### src/design/tphc_pkg.sv
// ----------------------------------------------------------------------------
// tphc_pkg
// Shared types, constants and the ones'-complement add helper of the transport
// pseudo-header checksum unit.
// ----------------------------------------------------------------------------
package tphc_pkg;

  localparam int unsigned SumW      = 16;
  localparam int unsigned ByteW     = 8;
  localparam int unsigned AddrW     = 32;
  localparam int unsigned ProtoW    = 8;
  localparam int unsigned CfgIdxW   = 2;
  localparam int unsigned CfgDataW  = 32;

  localparam logic [ProtoW-1:0] ProtoReset = 8'd17;

  // Segment queue between front and back
  localparam int unsigned FifoDepth = 2;
  localparam int unsigned FifoPtrW  = (FifoDepth > 1) ? $clog2(FifoDepth) : 1;
  localparam int unsigned FifoCntW  = $clog2(FifoDepth + 1);

  typedef enum logic [CfgIdxW-1:0] {
    CFG_SRC_ADDR = 2'd0,
    CFG_DST_ADDR = 2'd1,
    CFG_PROTO    = 2'd2
  } cfg_reg_e;

  // One finished segment: data sum (odd byte folded in) and wrapped byte count
  typedef struct packed {
    logic [SumW-1:0] sum;
    logic [SumW-1:0] count;
  } seg_entry_t;

  typedef struct packed {
    logic full;
    logic empty;
  } fifo_stat_t;

  // 16-bit ones'-complement add with end-around carry
  function automatic logic [SumW-1:0] oc_add(input logic [SumW-1:0] a,
                                             input logic [SumW-1:0] b);
    logic [SumW:0] s;
    s = {1'b0, a} + {1'b0, b};
    return s[SumW-1:0] + {{(SumW-1){1'b0}}, s[SumW]};
  endfunction

endpackage

### src/design/tphc_cfg.sv
// ----------------------------------------------------------------------------
// tphc_cfg
// Configuration registers and the registered pseudo-header partial sum
// (addresses and protocol word).
// ----------------------------------------------------------------------------
module tphc_cfg (
  input  logic                           clk_i,
  input  logic                           rst_ni,
  input  logic                           cfg_valid_i,
  input  logic [tphc_pkg::CfgIdxW-1:0]   cfg_index_i,
  input  logic [tphc_pkg::CfgDataW-1:0]  cfg_data_i,
  output logic [tphc_pkg::SumW-1:0]      cfg_sum_o
);
  import tphc_pkg::*;

  logic [AddrW-1:0]  src_addr_q, src_addr_d;
  logic [AddrW-1:0]  dst_addr_q, dst_addr_d;
  logic [ProtoW-1:0] proto_q, proto_d;
  logic [SumW-1:0]   cfg_sum_q, cfg_sum_d;

  logic [SumW+2:0]   total;
  logic [SumW:0]     fold1;

  always_comb begin
    src_addr_d = src_addr_q;
    dst_addr_d = dst_addr_q;
    proto_d    = proto_q;
    if (cfg_valid_i) begin
      case (cfg_reg_e'(cfg_index_i))
        CFG_SRC_ADDR: src_addr_d = cfg_data_i[AddrW-1:0];
        CFG_DST_ADDR: dst_addr_d = cfg_data_i[AddrW-1:0];
        CFG_PROTO:    proto_d    = cfg_data_i[ProtoW-1:0];
        default:      ;
      endcase
    end
  end

  // Five-word sum, then fold the carries back in twice
  always_comb begin
    total = {3'b000, src_addr_q[SumW-1:0]}
          + {3'b000, src_addr_q[AddrW-1:SumW]}
          + {3'b000, dst_addr_q[SumW-1:0]}
          + {3'b000, dst_addr_q[AddrW-1:SumW]}
          + {3'b000, proto_q, {ByteW{1'b0}}};
    fold1 = {1'b0, total[SumW-1:0]} + {{(SumW-2){1'b0}}, total[SumW+2:SumW]};
    cfg_sum_d = fold1[SumW-1:0] + {{(SumW-1){1'b0}}, fold1[SumW]};
  end

  always_ff @(posedge clk_i or negedge rst_ni) begin
    if (!rst_ni) begin
      src_addr_q <= '0;
      dst_addr_q <= '0;
      proto_q    <= ProtoReset;
      cfg_sum_q  <= {ProtoReset, {ByteW{1'b0}}};
    end else begin
      src_addr_q <= src_addr_d;
      dst_addr_q <= dst_addr_d;
      proto_q    <= proto_d;
      cfg_sum_q  <= cfg_sum_d;
    end
  end

  assign cfg_sum_o = cfg_sum_q;

endmodule

### src/design/tphc_front.sv
// ----------------------------------------------------------------------------
// tphc_front
// Byte intake: pair bytes into words, keep the running sum and byte count,
// and hand each finished segment to the queue.
// ----------------------------------------------------------------------------
module tphc_front (
  input  logic                         clk_i,
  input  logic                         rst_ni,
  input  logic                         in_valid_i,
  output logic                         in_ready_o,
  input  logic [tphc_pkg::ByteW-1:0]   in_byte_i,
  input  logic                         in_last_i,
  input  tphc_pkg::fifo_stat_t         fifo_stat_i,
  output logic                         push_o,
  output tphc_pkg::seg_entry_t         push_data_o
);
  import tphc_pkg::*;

  logic [SumW-1:0]  sum_q, sum_d;
  logic [SumW-1:0]  count_q, count_d;
  logic             odd_q, odd_d;
  logic [ByteW-1:0] held_q;

  logic             accept;
  logic [SumW-1:0]  word;
  logic [SumW-1:0]  sum_new;
  logic [SumW-1:0]  count_new;

  assign in_ready_o = !fifo_stat_i.full;
  assign accept     = in_valid_i && in_ready_o;

  // Complete a pair, or take a lone trailing byte as the low half
  assign word      = odd_q ? {in_byte_i, held_q} : {{ByteW{1'b0}}, in_byte_i};
  assign sum_new   = (odd_q || in_last_i) ? oc_add(sum_q, word) : sum_q;
  assign count_new = count_q + {{(SumW-1){1'b0}}, 1'b1};

  always_comb begin
    sum_d   = sum_q;
    count_d = count_q;
    odd_d   = odd_q;
    if (accept) begin
      if (in_last_i) begin
        sum_d   = '0;
        count_d = '0;
        odd_d   = 1'b0;
      end else begin
        sum_d   = sum_new;
        count_d = count_new;
        odd_d   = !odd_q;
      end
    end
  end

  always_ff @(posedge clk_i or negedge rst_ni) begin
    if (!rst_ni) begin
      sum_q   <= '0;
      count_q <= '0;
      odd_q   <= 1'b0;
    end else begin
      sum_q   <= sum_d;
      count_q <= count_d;
      odd_q   <= odd_d;
    end
  end

  // Held byte is only read while odd_q is set
  always_ff @(posedge clk_i) begin
    if (accept && !odd_q) begin
      held_q <= in_byte_i;
    end
  end

  assign push_o            = accept && in_last_i;
  assign push_data_o.sum   = sum_new;
  assign push_data_o.count = count_new;

  a_clear_after_last: assert property (@(posedge clk_i) disable iff (!rst_ni)
    push_o |=> (sum_q == '0) && (count_q == '0) && !odd_q)
    else $error("front state not cleared after last byte");

endmodule

### src/design/tphc_fifo.sv
// ----------------------------------------------------------------------------
// tphc_fifo
// Short queue of finished segments between the byte front and the back end.
// ----------------------------------------------------------------------------
module tphc_fifo (
  input  logic                   clk_i,
  input  logic                   rst_ni,
  input  logic                   push_i,
  input  tphc_pkg::seg_entry_t   push_data_i,
  input  logic                   pop_i,
  output tphc_pkg::seg_entry_t   head_o,
  output tphc_pkg::fifo_stat_t   stat_o
);
  import tphc_pkg::*;

  seg_entry_t          mem_q [FifoDepth];
  logic [FifoPtrW-1:0] wr_ptr_q, wr_ptr_d;
  logic [FifoPtrW-1:0] rd_ptr_q, rd_ptr_d;
  logic [FifoCntW-1:0] count_q, count_d;

  function automatic logic [FifoPtrW-1:0] ptr_inc(input logic [FifoPtrW-1:0] p);
    logic [FifoPtrW-1:0] nxt;
    if (p == FifoPtrW'(FifoDepth - 1)) begin
      nxt = '0;
    end else begin
      nxt = p + {{(FifoPtrW-1){1'b0}}, 1'b1};
    end
    return nxt;
  endfunction

  always_comb begin
    wr_ptr_d = push_i ? ptr_inc(wr_ptr_q) : wr_ptr_q;
    rd_ptr_d = pop_i  ? ptr_inc(rd_ptr_q) : rd_ptr_q;
    count_d  = count_q;
    if (push_i && !pop_i) begin
      count_d = count_q + {{(FifoCntW-1){1'b0}}, 1'b1};
    end else if (pop_i && !push_i) begin
      count_d = count_q - {{(FifoCntW-1){1'b0}}, 1'b1};
    end
  end

  always_ff @(posedge clk_i or negedge rst_ni) begin
    if (!rst_ni) begin
      wr_ptr_q <= '0;
      rd_ptr_q <= '0;
      count_q  <= '0;
    end else begin
      wr_ptr_q <= wr_ptr_d;
      rd_ptr_q <= rd_ptr_d;
      count_q  <= count_d;
    end
  end

  always_ff @(posedge clk_i) begin
    if (push_i) begin
      mem_q[wr_ptr_q] <= push_data_i;
    end
  end

  assign head_o       = mem_q[rd_ptr_q];
  assign stat_o.full  = (count_q == FifoCntW'(FifoDepth));
  assign stat_o.empty = (count_q == '0);

  a_no_overflow: assert property (@(posedge clk_i) disable iff (!rst_ni)
    push_i |-> !stat_o.full)
    else $error("segment queue written while full");

  a_no_underflow: assert property (@(posedge clk_i) disable iff (!rst_ni)
    pop_i |-> !stat_o.empty)
    else $error("segment queue read while empty");

  a_count_bound: assert property (@(posedge clk_i) disable iff (!rst_ni)
    count_q <= FifoCntW'(FifoDepth))
    else $error("segment queue count beyond depth");

endmodule

### src/design/tphc_back.sv
// ----------------------------------------------------------------------------
// tphc_back
// Finish a segment: add the byte count and pseudo-header words, invert,
// and hold the result in the output register.
// ----------------------------------------------------------------------------
module tphc_back (
  input  logic                       clk_i,
  input  logic                       rst_ni,
  input  tphc_pkg::fifo_stat_t       fifo_stat_i,
  input  tphc_pkg::seg_entry_t       head_i,
  input  logic [tphc_pkg::SumW-1:0]  cfg_sum_i,
  output logic                       pop_o,
  output logic                       out_valid_o,
  input  logic                       out_ready_i,
  output logic [tphc_pkg::SumW-1:0]  out_data_o
);
  import tphc_pkg::*;

  logic            valid_q, valid_d;
  logic [SumW-1:0] data_q;

  logic [SumW-1:0] count_swapped;
  logic [SumW+1:0] total;
  logic [SumW:0]   fold1;
  logic [SumW-1:0] folded;

  // Take a new segment whenever the output register is free or draining
  assign pop_o = !fifo_stat_i.empty && (!valid_q || out_ready_i);

  // Count goes in big-endian: swap its bytes against the data word order
  assign count_swapped = {head_i.count[ByteW-1:0], head_i.count[SumW-1:ByteW]};

  always_comb begin
    total  = {2'b00, head_i.sum} + {2'b00, count_swapped} + {2'b00, cfg_sum_i};
    fold1  = {1'b0, total[SumW-1:0]} + {{(SumW-1){1'b0}}, total[SumW+1:SumW]};
    folded = fold1[SumW-1:0] + {{(SumW-1){1'b0}}, fold1[SumW]};
  end

  always_comb begin
    valid_d = valid_q;
    if (pop_o) begin
      valid_d = 1'b1;
    end else if (out_ready_i) begin
      valid_d = 1'b0;
    end
  end

  always_ff @(posedge clk_i or negedge rst_ni) begin
    if (!rst_ni) begin
      valid_q <= 1'b0;
    end else begin
      valid_q <= valid_d;
    end
  end

  always_ff @(posedge clk_i) begin
    if (pop_o) begin
      data_q <= ~folded;
    end
  end

  assign out_valid_o = valid_q;
  assign out_data_o  = data_q;

endmodule

### src/design/transport_pseudo_header_checksum_unit.sv
// ----------------------------------------------------------------------------
// transport_pseudo_header_checksum_unit
// Ones'-complement transport checksum over a byte stream, with the IPv4
// pseudo-header (addresses, protocol, segment length) folded in.
// ----------------------------------------------------------------------------
//
//  channel  | direction | handshake            | payload
//  ---------+-----------+----------------------+-------------------------------
//  s_axis   | in        | tvalid / tready      | tdata[7:0] data_byte, tlast
//  m_axis   | out       | tvalid / tready      | tdata[15:0] checksum_value
//  cfg      | in        | cfg_valid / ready    | cfg_index, cfg_data (32 bit)
//
// One item (byte) is taken per cycle while the segment queue has room; the rate
// is set by the single 16-bit end-around-carry adder in the byte front.
// The checksum of a segment is registered first in the segment queue, then
// in the output register once that register is free or draining.
// A two-entry segment queue parts front and back, so input keeps flowing
// while a result waits on m_axis; input stalls only when the queue is full.
// Reset clears the sums, counters and queue at once (no clearing pass);
// the protocol register resets to 17, the addresses to zero.
// Configuration is always accepted; writes to an unused index are dropped.
// ----------------------------------------------------------------------------
module transport_pseudo_header_checksum_unit (
  input  logic                           clk_i,
  input  logic                           rst_ni,
  // stream in
  input  logic                           s_axis_tvalid,
  output logic                           s_axis_tready,
  input  logic [7:0]                     s_axis_tdata,   // [7:0] data_byte
  input  logic                           s_axis_tlast,   // is_last
  // stream out
  output logic                           m_axis_tvalid,
  input  logic                           m_axis_tready,
  output logic [15:0]                    m_axis_tdata,   // [15:0] checksum_value
  // configuration writes
  input  logic                           cfg_valid_i,
  output logic                           cfg_ready_o,
  input  logic [tphc_pkg::CfgIdxW-1:0]   cfg_index_i,
  input  logic [tphc_pkg::CfgDataW-1:0]  cfg_data_i
);
  import tphc_pkg::*;

  fifo_stat_t      fifo_stat;
  seg_entry_t      push_data;
  seg_entry_t      head;
  logic            push;
  logic            pop;
  logic [SumW-1:0] cfg_sum;

  // Writes never wait
  assign cfg_ready_o = 1'b1;

  // Hold addresses and protocol, and their pre-added pseudo-header sum
  tphc_cfg u_cfg (
    .clk_i       (clk_i),
    .rst_ni      (rst_ni),
    .cfg_valid_i (cfg_valid_i),
    .cfg_index_i (cfg_index_i),
    .cfg_data_i  (cfg_data_i),
    .cfg_sum_o   (cfg_sum)
  );

  // Pair bytes, advance the running sum and count, push each finished segment
  tphc_front u_front (
    .clk_i       (clk_i),
    .rst_ni      (rst_ni),
    .in_valid_i  (s_axis_tvalid),
    .in_ready_o  (s_axis_tready),
    .in_byte_i   (s_axis_tdata),
    .in_last_i   (s_axis_tlast),
    .fifo_stat_i (fifo_stat),
    .push_o      (push),
    .push_data_o (push_data)
  );

  tphc_fifo u_fifo (
    .clk_i       (clk_i),
    .rst_ni      (rst_ni),
    .push_i      (push),
    .push_data_i (push_data),
    .pop_i       (pop),
    .head_o      (head),
    .stat_o      (fifo_stat)
  );

  // Add length and pseudo-header, invert, hold until taken
  tphc_back u_back (
    .clk_i       (clk_i),
    .rst_ni      (rst_ni),
    .fifo_stat_i (fifo_stat),
    .head_i      (head),
    .cfg_sum_i   (cfg_sum),
    .pop_o       (pop),
    .out_valid_o (m_axis_tvalid),
    .out_ready_i (m_axis_tready),
    .out_data_o  (m_axis_tdata)
  );

endmodule
### config.mk
export PLATFORM = sky130hd
export DESIGN_NAME = transport_pseudo_header_checksum_unit
export DESIGN_NICKNAME = d
export VERILOG_FILES = /design/src/design/tphc_pkg.sv /design/src/design/tphc_cfg.sv /design/src/design/tphc_front.sv /design/src/design/tphc_fifo.sv /design/src/design/tphc_back.sv /design/src/design/transport_pseudo_header_checksum_unit.sv
export SDC_FILE = /design/constraint.sdc
export NUM_CORES = 1
export LEC_CHECK = 0
export BUFFER_PORTS_ARGS = -buffer_cell sky130_fd_sc_hd__buf_2
export CAP_MARGIN = 40
export CORE_MARGIN = 2
export CORE_UTILIZATION = 55
export DETAILED_ROUTE_END_ITERATION = 10
export PLACE_DENSITY = 0.86
export SETUP_SLACK_MARGIN = 0.15
export SLEW_MARGIN = 0
export SYNTH_ARGS = -nofsm -noshare
export SYNTH_HDL_FRONTEND = slang
export SYNTH_SLANG_ARGS = --single-unit
export TNS_END_PERCENT = 5
### constraint.sdc
create_clock -name clk_i -period 7.6 [get_ports clk_i]
set_clock_uncertainty 0.1 [all_clocks]
set_input_delay 0.76 -clock clk_i [delete_from_list [all_inputs] [get_ports clk_i]]
set_output_delay 0.76 -clock clk_i [all_outputs]
set_load 0.005 [all_outputs]
Word level (Yosys, flattened, before mapping):

Memory sizes are Yosys's and may differ from the RTL's.
Cells that the tools add are included.

* bits in registers: 150
* output and inout port bits: 19
* memories: 1
* input port bits: 48
* memory bits (writable): 64

Memories
* u_fifo.mem_q: words 2, bits a word 32, read ports 1, clocked after memory_dff 0, write ports 1, line tphc_fifo.sv:16 `seg_entry_t mem_q [FifoDepth];`

* bitwise logic cells: 1
* add/subtract/negate cells: 17
* mux-type cells: 13
* reduce and logical (&&, ||, !) cells: 21
* eq/ne operators: 3

Operators with widths (number)
* $mux 16: 4
* $add 19x16->19: 3
* $add 16x16->17: 3
* $add 16x1->16: 3
* $add 18x16->18: 1
* $add 16x2->17: 1
* $add 16x3->17: 1
* $add 16x1->16 const B: 1
* $not 16->16: 1
* $mux 1: 7
* $logic_and 1x1->1: 6
* $logic_not 1->1: 6
* $reduce_and 2->1: 3
* $eq 2x2->1 const B: 2
* $logic_not 2->1: 2
* $mux 2: 2
* $reduce_bool 2->1: 2
* $add 1x1->1 const B: 2
* $add 2x1->2 const B: 1
* $eq 2x1->1 const B: 1
* $logic_or 1x1->1: 2
* $sub 2x1->2 const B: 1

Logic depth before layout (Yosys ltp):

* word-level depth: 8
* mapped depth: 40
* gate-level depth less buffers: 40

Cells and area by module:

Synthesis repeated with hierarchy kept, for this count alone.

* cell total of the unflattened synthesis: 1284
* area total of the unflattened synthesis: 14151.1 µm²

Modules (own cells, without submodules)
* tphc_cfg: area each 5855.6 µm², times used 1, cells an instance 546
* tphc_front: area each 3228.1 µm², times used 1, cells an instance 372
* tphc_fifo: area each 2648.8 µm², times used 1, cells an instance 116
* tphc_back: area each 2407.3 µm², times used 1, cells an instance 248
* transport_pseudo_header_checksum_unit: area each 11.3 µm², times used 1, cells an instance 2

Worst setup path before layout:

OpenSTA, ideal clock, no wires.

* path type: register to register
* start point: reg u_fifo.rd_ptr_q
* end point: reg u_back.data_q[15], in the netlist u_back.out_data_o[15] (data pin)
* stages on the path, launching flop included: 35
* slack: -0.181 ns
* library setup time: 0.260 ns
* data required time: 7.240 ns
* arrival: 7.422 ns
* path buffers: 2
* cell sequence: dfrtp_1 > clkbuf_1 > clkbuf_1 > mux2_2 > ha_1 > fa_1 > a21o_1 > a21oi_1 > o21bai_1 > a211oi_1 > o31ai_1 > xor2_1 > ha_1 > a21o_1 > a2111o_1 > a21oi_2 > o31ai_1 > a21o_1 > a21o_1 > a21oi_1 > xor2_1 > ha_1 > inv_1 > fa_1 > nand4b_1 > nor4_2 > and3_1 > ha_1 > nor3b_1 > and3_1 > nand3_1 > a211oi_1 > and3_1 > and4b_1 > xnor2_1

* longest elaborated chain between the ends: 6

RTL lines
* from (decl): line tphc_fifo.sv:18 `logic [FifoPtrW-1:0] rd_ptr_q, rd_ptr_d;`
* from (signal assigned): line tphc_fifo.sv:49 `rd_ptr_q <= rd_ptr_d;`
* $mem_v2 2x32
* $add 16x16->17: line tphc_back.sv:34 `total = {2'b00, head_i.sum} + {2'b00, count_swapped} + {2'b00, cfg_sum_i};`
* $add 18x16->18: line tphc_back.sv:34
* $add 16x2->17: line tphc_back.sv:35 `fold1 = {1'b0, total[SumW-1:0]} + {{(SumW-1){1'b0}}, total[SumW+1:SumW]};`
* $add 16x1->16: line tphc_back.sv:36 `folded = fold1[SumW-1:0] + {{(SumW-1){1'b0}}, fold1[SumW]};`
* $not 16->16: line tphc_back.sv:58 `data_q <= ~folded;`
* to (signal assigned): line tphc_back.sv:58
* to (decl): line tphc_back.sv:20 `logic [SumW-1:0] data_q;`

Every way passes these cells.
A chain may end at the register's enable or synchronous reset.

Final worst setup path:

* start point: reg u_cfg.src_addr_q[0]
* end point: reg u_cfg.cfg_sum_q[14], in the netlist u_cfg.cfg_sum_o[14]

* longest elaborated chain between the ends: 6

RTL lines
* from (decl): line tphc_cfg.sv:16 `logic [AddrW-1:0] src_addr_q, src_addr_d;`
* from (signal assigned): line tphc_cfg.sv:56 `src_addr_q <= src_addr_d;`
* $add 16x16->17: line tphc_cfg.sv:41 `+ {3'b000, src_addr_q[AddrW-1:SumW]}`
* $add 19x16->19: line tphc_cfg.sv:42 `+ {3'b000, dst_addr_q[SumW-1:0]}`
* $add 19x16->19: line tphc_cfg.sv:43 `+ {3'b000, dst_addr_q[AddrW-1:SumW]}`
* $add 19x16->19: line tphc_cfg.sv:44 `+ {3'b000, proto_q, {ByteW{1'b0}}};`
* $add 16x3->17: line tphc_cfg.sv:45 `fold1 = {1'b0, total[SumW-1:0]} + {{(SumW-2){1'b0}}, total[SumW+2:SumW]};`
* $add 16x1->16: line tphc_cfg.sv:46 `cfg_sum_d = fold1[SumW-1:0] + {{(SumW-1){1'b0}}, fold1[SumW]};`
* named net u_cfg.cfg_sum_d[14]: line tphc_cfg.sv:19 `logic [SumW-1:0] cfg_sum_q, cfg_sum_d;`
* to (signal assigned): line tphc_cfg.sv:54 `cfg_sum_q <= {ProtoReset, {ByteW{1'b0}}};`
* to (signal assigned): line tphc_cfg.sv:59 `cfg_sum_q <= cfg_sum_d;`
* to (decl): line tphc_cfg.sv:19

The timed path passes the listed nets, and every way through them passes these cells.

==> results.md <==
* Outcome: complete, no violations
* CTS tree: done
* Final Setup Violations at 0
* Worst-margin pin slew at 0.784 ns
* H-tree depth at 1
* Layout overhead on the synthesized area at 15.6%
* Seq cells post-synth at around 210
* Layout cells sized above 1 at between 20 and 30%
* Synth top area share at a little over a fifth
* Synthesized Nets at 1473
* Max Cap Violations at 0
* WL per Instance at approximately 19 microns
* CP max-delay cell: fa_1
* Most common cell in the netlist: dfrtp_1
* Crit end category: register
* Clock slew seen by the registers of the worst setup and hold paths at 0.07 ns
* Vias at 10400
* Root buf cell: clkbuf_16
* Post-Syn Instances at 1294
* Post-synth top cells: 122 x dfrtp_1, 112 x mux2_2, 108 x inv_1
* Most used cell, CP: a21oi_2
* Initial Util at 56.0%
* Die Width at between 150 and 200 microns
* Place WS at -0.287 ns
* First-pass GRT wire length at 52.4 mm
* IO buf count at 65
* Detailed Route WL at between 30 and 40 mm
* Synth Flop Type: dfrtp_1
* Post-route DRC at 0
* Synthesis warning total at 0
* Synth area leader: dfrtp_1
* Slew headroom at 47.7%
* All-layer global routing usage at approximately 24%
* Vias/cell at 5.94
* # hold bufs at CTS at 0
* Async SR Flop Fraction at 58.9%
* Synth area leaders: dfrtp_1 22%, edfxtp_1 19%, mux2_2 9.0%
* Drt pass-1 iters at 7
* Core region area at roughly 25000 sq um
* Final worst setup slack at roughly 0.049 ns
* Number of cell rows at 58
* Crit path DAT at 7.88 ns
* Final nets at about 1600
* Clk_lat worst skew at roughly 0.52 ns
* Final slew viol count at 0
* Clock Sinks at roughly 210
* Register area share after synthesis at 41.2%
* Largest stage delay on the critical path at about 0.55 ns
* Unrepaired setup endpoints after global routing: true
* Antenna viol nets, final at 0
* Starting DRT DRC Count at between 700 and 800
* Die Height at approximately 160 microns
* Critical Path RT at slightly below 8 ns
* Largest net degree at the start of global routing at 62
* Achievable Freq at between 100 and 150 MHz
* Startpoint Class: register
* Syn avg cell area at approximately 11 sq um
* GRT overflow at 0
* Number of flops mapped to enable cells by yosys at 88
* Worst min path class: in2async
* Vias in the first global route at between 10000 and 15000
* Hpwl dp at between 20 and 25 mm
* Initial antenna violation count at 0
* Cell variety after synth at between 80 and 90
* # diodes at 0
* Die area at approximately 27000 sq um
* Cts bufs inserted at 23
* CP max FO at 5
* Final Cycle Share at between 90% and 100%
* Final min period at between 7 and 8 ns
* Clock buffer depth at 3
* Crit Path Category: reg2reg
* Final hold violations at 0
* I/O pins at 67
* Filler instances at about 1800
* Mapped Area at roughly 14000 sq um
* GP Congestion at 0.899
[cell families (layout without fill, tap and decap cells)]
group / Yosys count / count (layout) / share of synthesized area, %
buffers and inverters: 137 / 269 / 3.70
XOR/XNOR: 134 / 134 / 8.44
adder cells (fa/ha/maj): 131 / 131 / 13.3
AO/OA/AOI/OAI: 250 / 250 / 11.9
flip-flops: 214 / 214 / 41.2
multiplexers: 114 / 114 / 9.11
AND/OR/NAND/NOR: 313 / 313 / 12.3
other: 1 / 1 / 0.0267
[cells in the final DEF, fill, tap and decap left out, drive strengths merged, types with 5 or more instances in the layout]
cell type    n
inv        111
nor2b        8
nand2b       9
or3          9
o21bai       7
nand3       30
nor3        23
nand3b       6
nand2       67
a211o        5
clkinv       7
and3        25
a22o        19
edfxtp      88
and2        19
mux2       112
o31ai        9
nor3b        9
nor4b        5
nor4         5
a21o        24
buf        119
xnor2       84
xor2        49
a211oi       6
o21ai       67
fa          31
o21a        12
a21oi       54
dfrtp      122
clkbuf      25
ha         100
nor2        69
a31oi       10
nand4        8
or2          9
[registers in the layout, summed over array words and instances (netlist names)]
signal              cells
u_fifo.mem_q           64
u_cfg.dst_addr_q       32
u_cfg.src_addr_q       32
u_back.out_data_o      16
u_cfg.cfg_sum_o        16
u_front.count_q        16
u_front.sum_q          16
u_cfg.proto_q           8
u_front.held_q          8
u_fifo.count_q          2
u_back.out_valid_o      1
u_fifo.rd_ptr_q         1
u_fifo.wr_ptr_q         1
u_front.odd_q           1
[final cells by class]
cell class	count	area, sq um	area share, %
clock inverters	17	211	1.30
well taps	330	413	2.54
multi-input cells	943	8050	49.5
clock buffers	25	603	3.71
flip-flops and latches	214	5800	35.7
inverters	108	405	2.49
repair buffers	119	769	4.73
[repair_timing]
action	4_1_cts	5_1_grt
pin swaps	20	47
endpoints found under the setup margin	13	24
gates resized for setup	28	44
hold endpoints to repair	0	0
setup buffers	13	7
[per-stage QoR]
stage	hold slack (ns)	cell area, sq um	instances	util, %	setup TNS [ns]
finish	0.197	16300	1756	64.7	0
global route	0.284	16300	1756	64.7	-1.80
CTS	0.232	16000	1748	63.8	0
detailed placement	0.396	15000	1693	59.7	-1.09
global placement	0.388	15000	1691	59.6	0
floorplan	0.361	14100	1294	-	0
[worst paths after layout]
check | from | endpoint | slack, ns | depth (start not counted)
setup / recovery | u_cfg.src_addr_q[0]$_DFFE_PN0P_ | u_cfg.cfg_sum_o[14]$_DFF_PN0_ | 0.05 | 37
hold / removal | rst_ni | u_cfg.dst_addr_q[26]$_DFFE_PN0P_ | 0.20 | 1
setup reg to reg | u_cfg.src_addr_q[0]$_DFFE_PN0P_ | u_cfg.cfg_sum_o[14]$_DFF_PN0_ | 0.05 | 37
hold reg to reg | u_back.out_valid_o$_DFFE_PN0P_ | u_back.out_valid_o$_DFFE_PN0P_ | 0.40 | 2
max in group asynchronous | rst_ni | u_fifo.rd_ptr_q$_DFFE_PN0P_ | 6.06 | 3
min in group clk_i | s_axis_tdata[6] | u_front.held_q[6]$_DFFE_PP_ | 0.33 | 1
[metal layers]
metal	track usage, %	share of wire (%)	vias to the layer above
met5	0	0	-
met4	9.77	4.2	0
met3	3.16	5.1	100
met2	42.5	50	372
met1	30.5	41	5104
li1	-	-	4859
[critical path, delay by kind of cell (launching register included)]
kind | cells | cell delay [ns]
DFF | 1 | 0.35
buffers and inverters | 3 | 0.15
adders and majority gates | 7 | 2.50
and+or+nand+nor | 11 | 2.01
xor gates and xnor gates | 3 | 0.41
AOI/OAI and AO/OA | 13 | 1.94
Power is left out: the tool's default activity adds up to more than one toggle a clock period on the data nets, which glitch-free logic cannot reach.
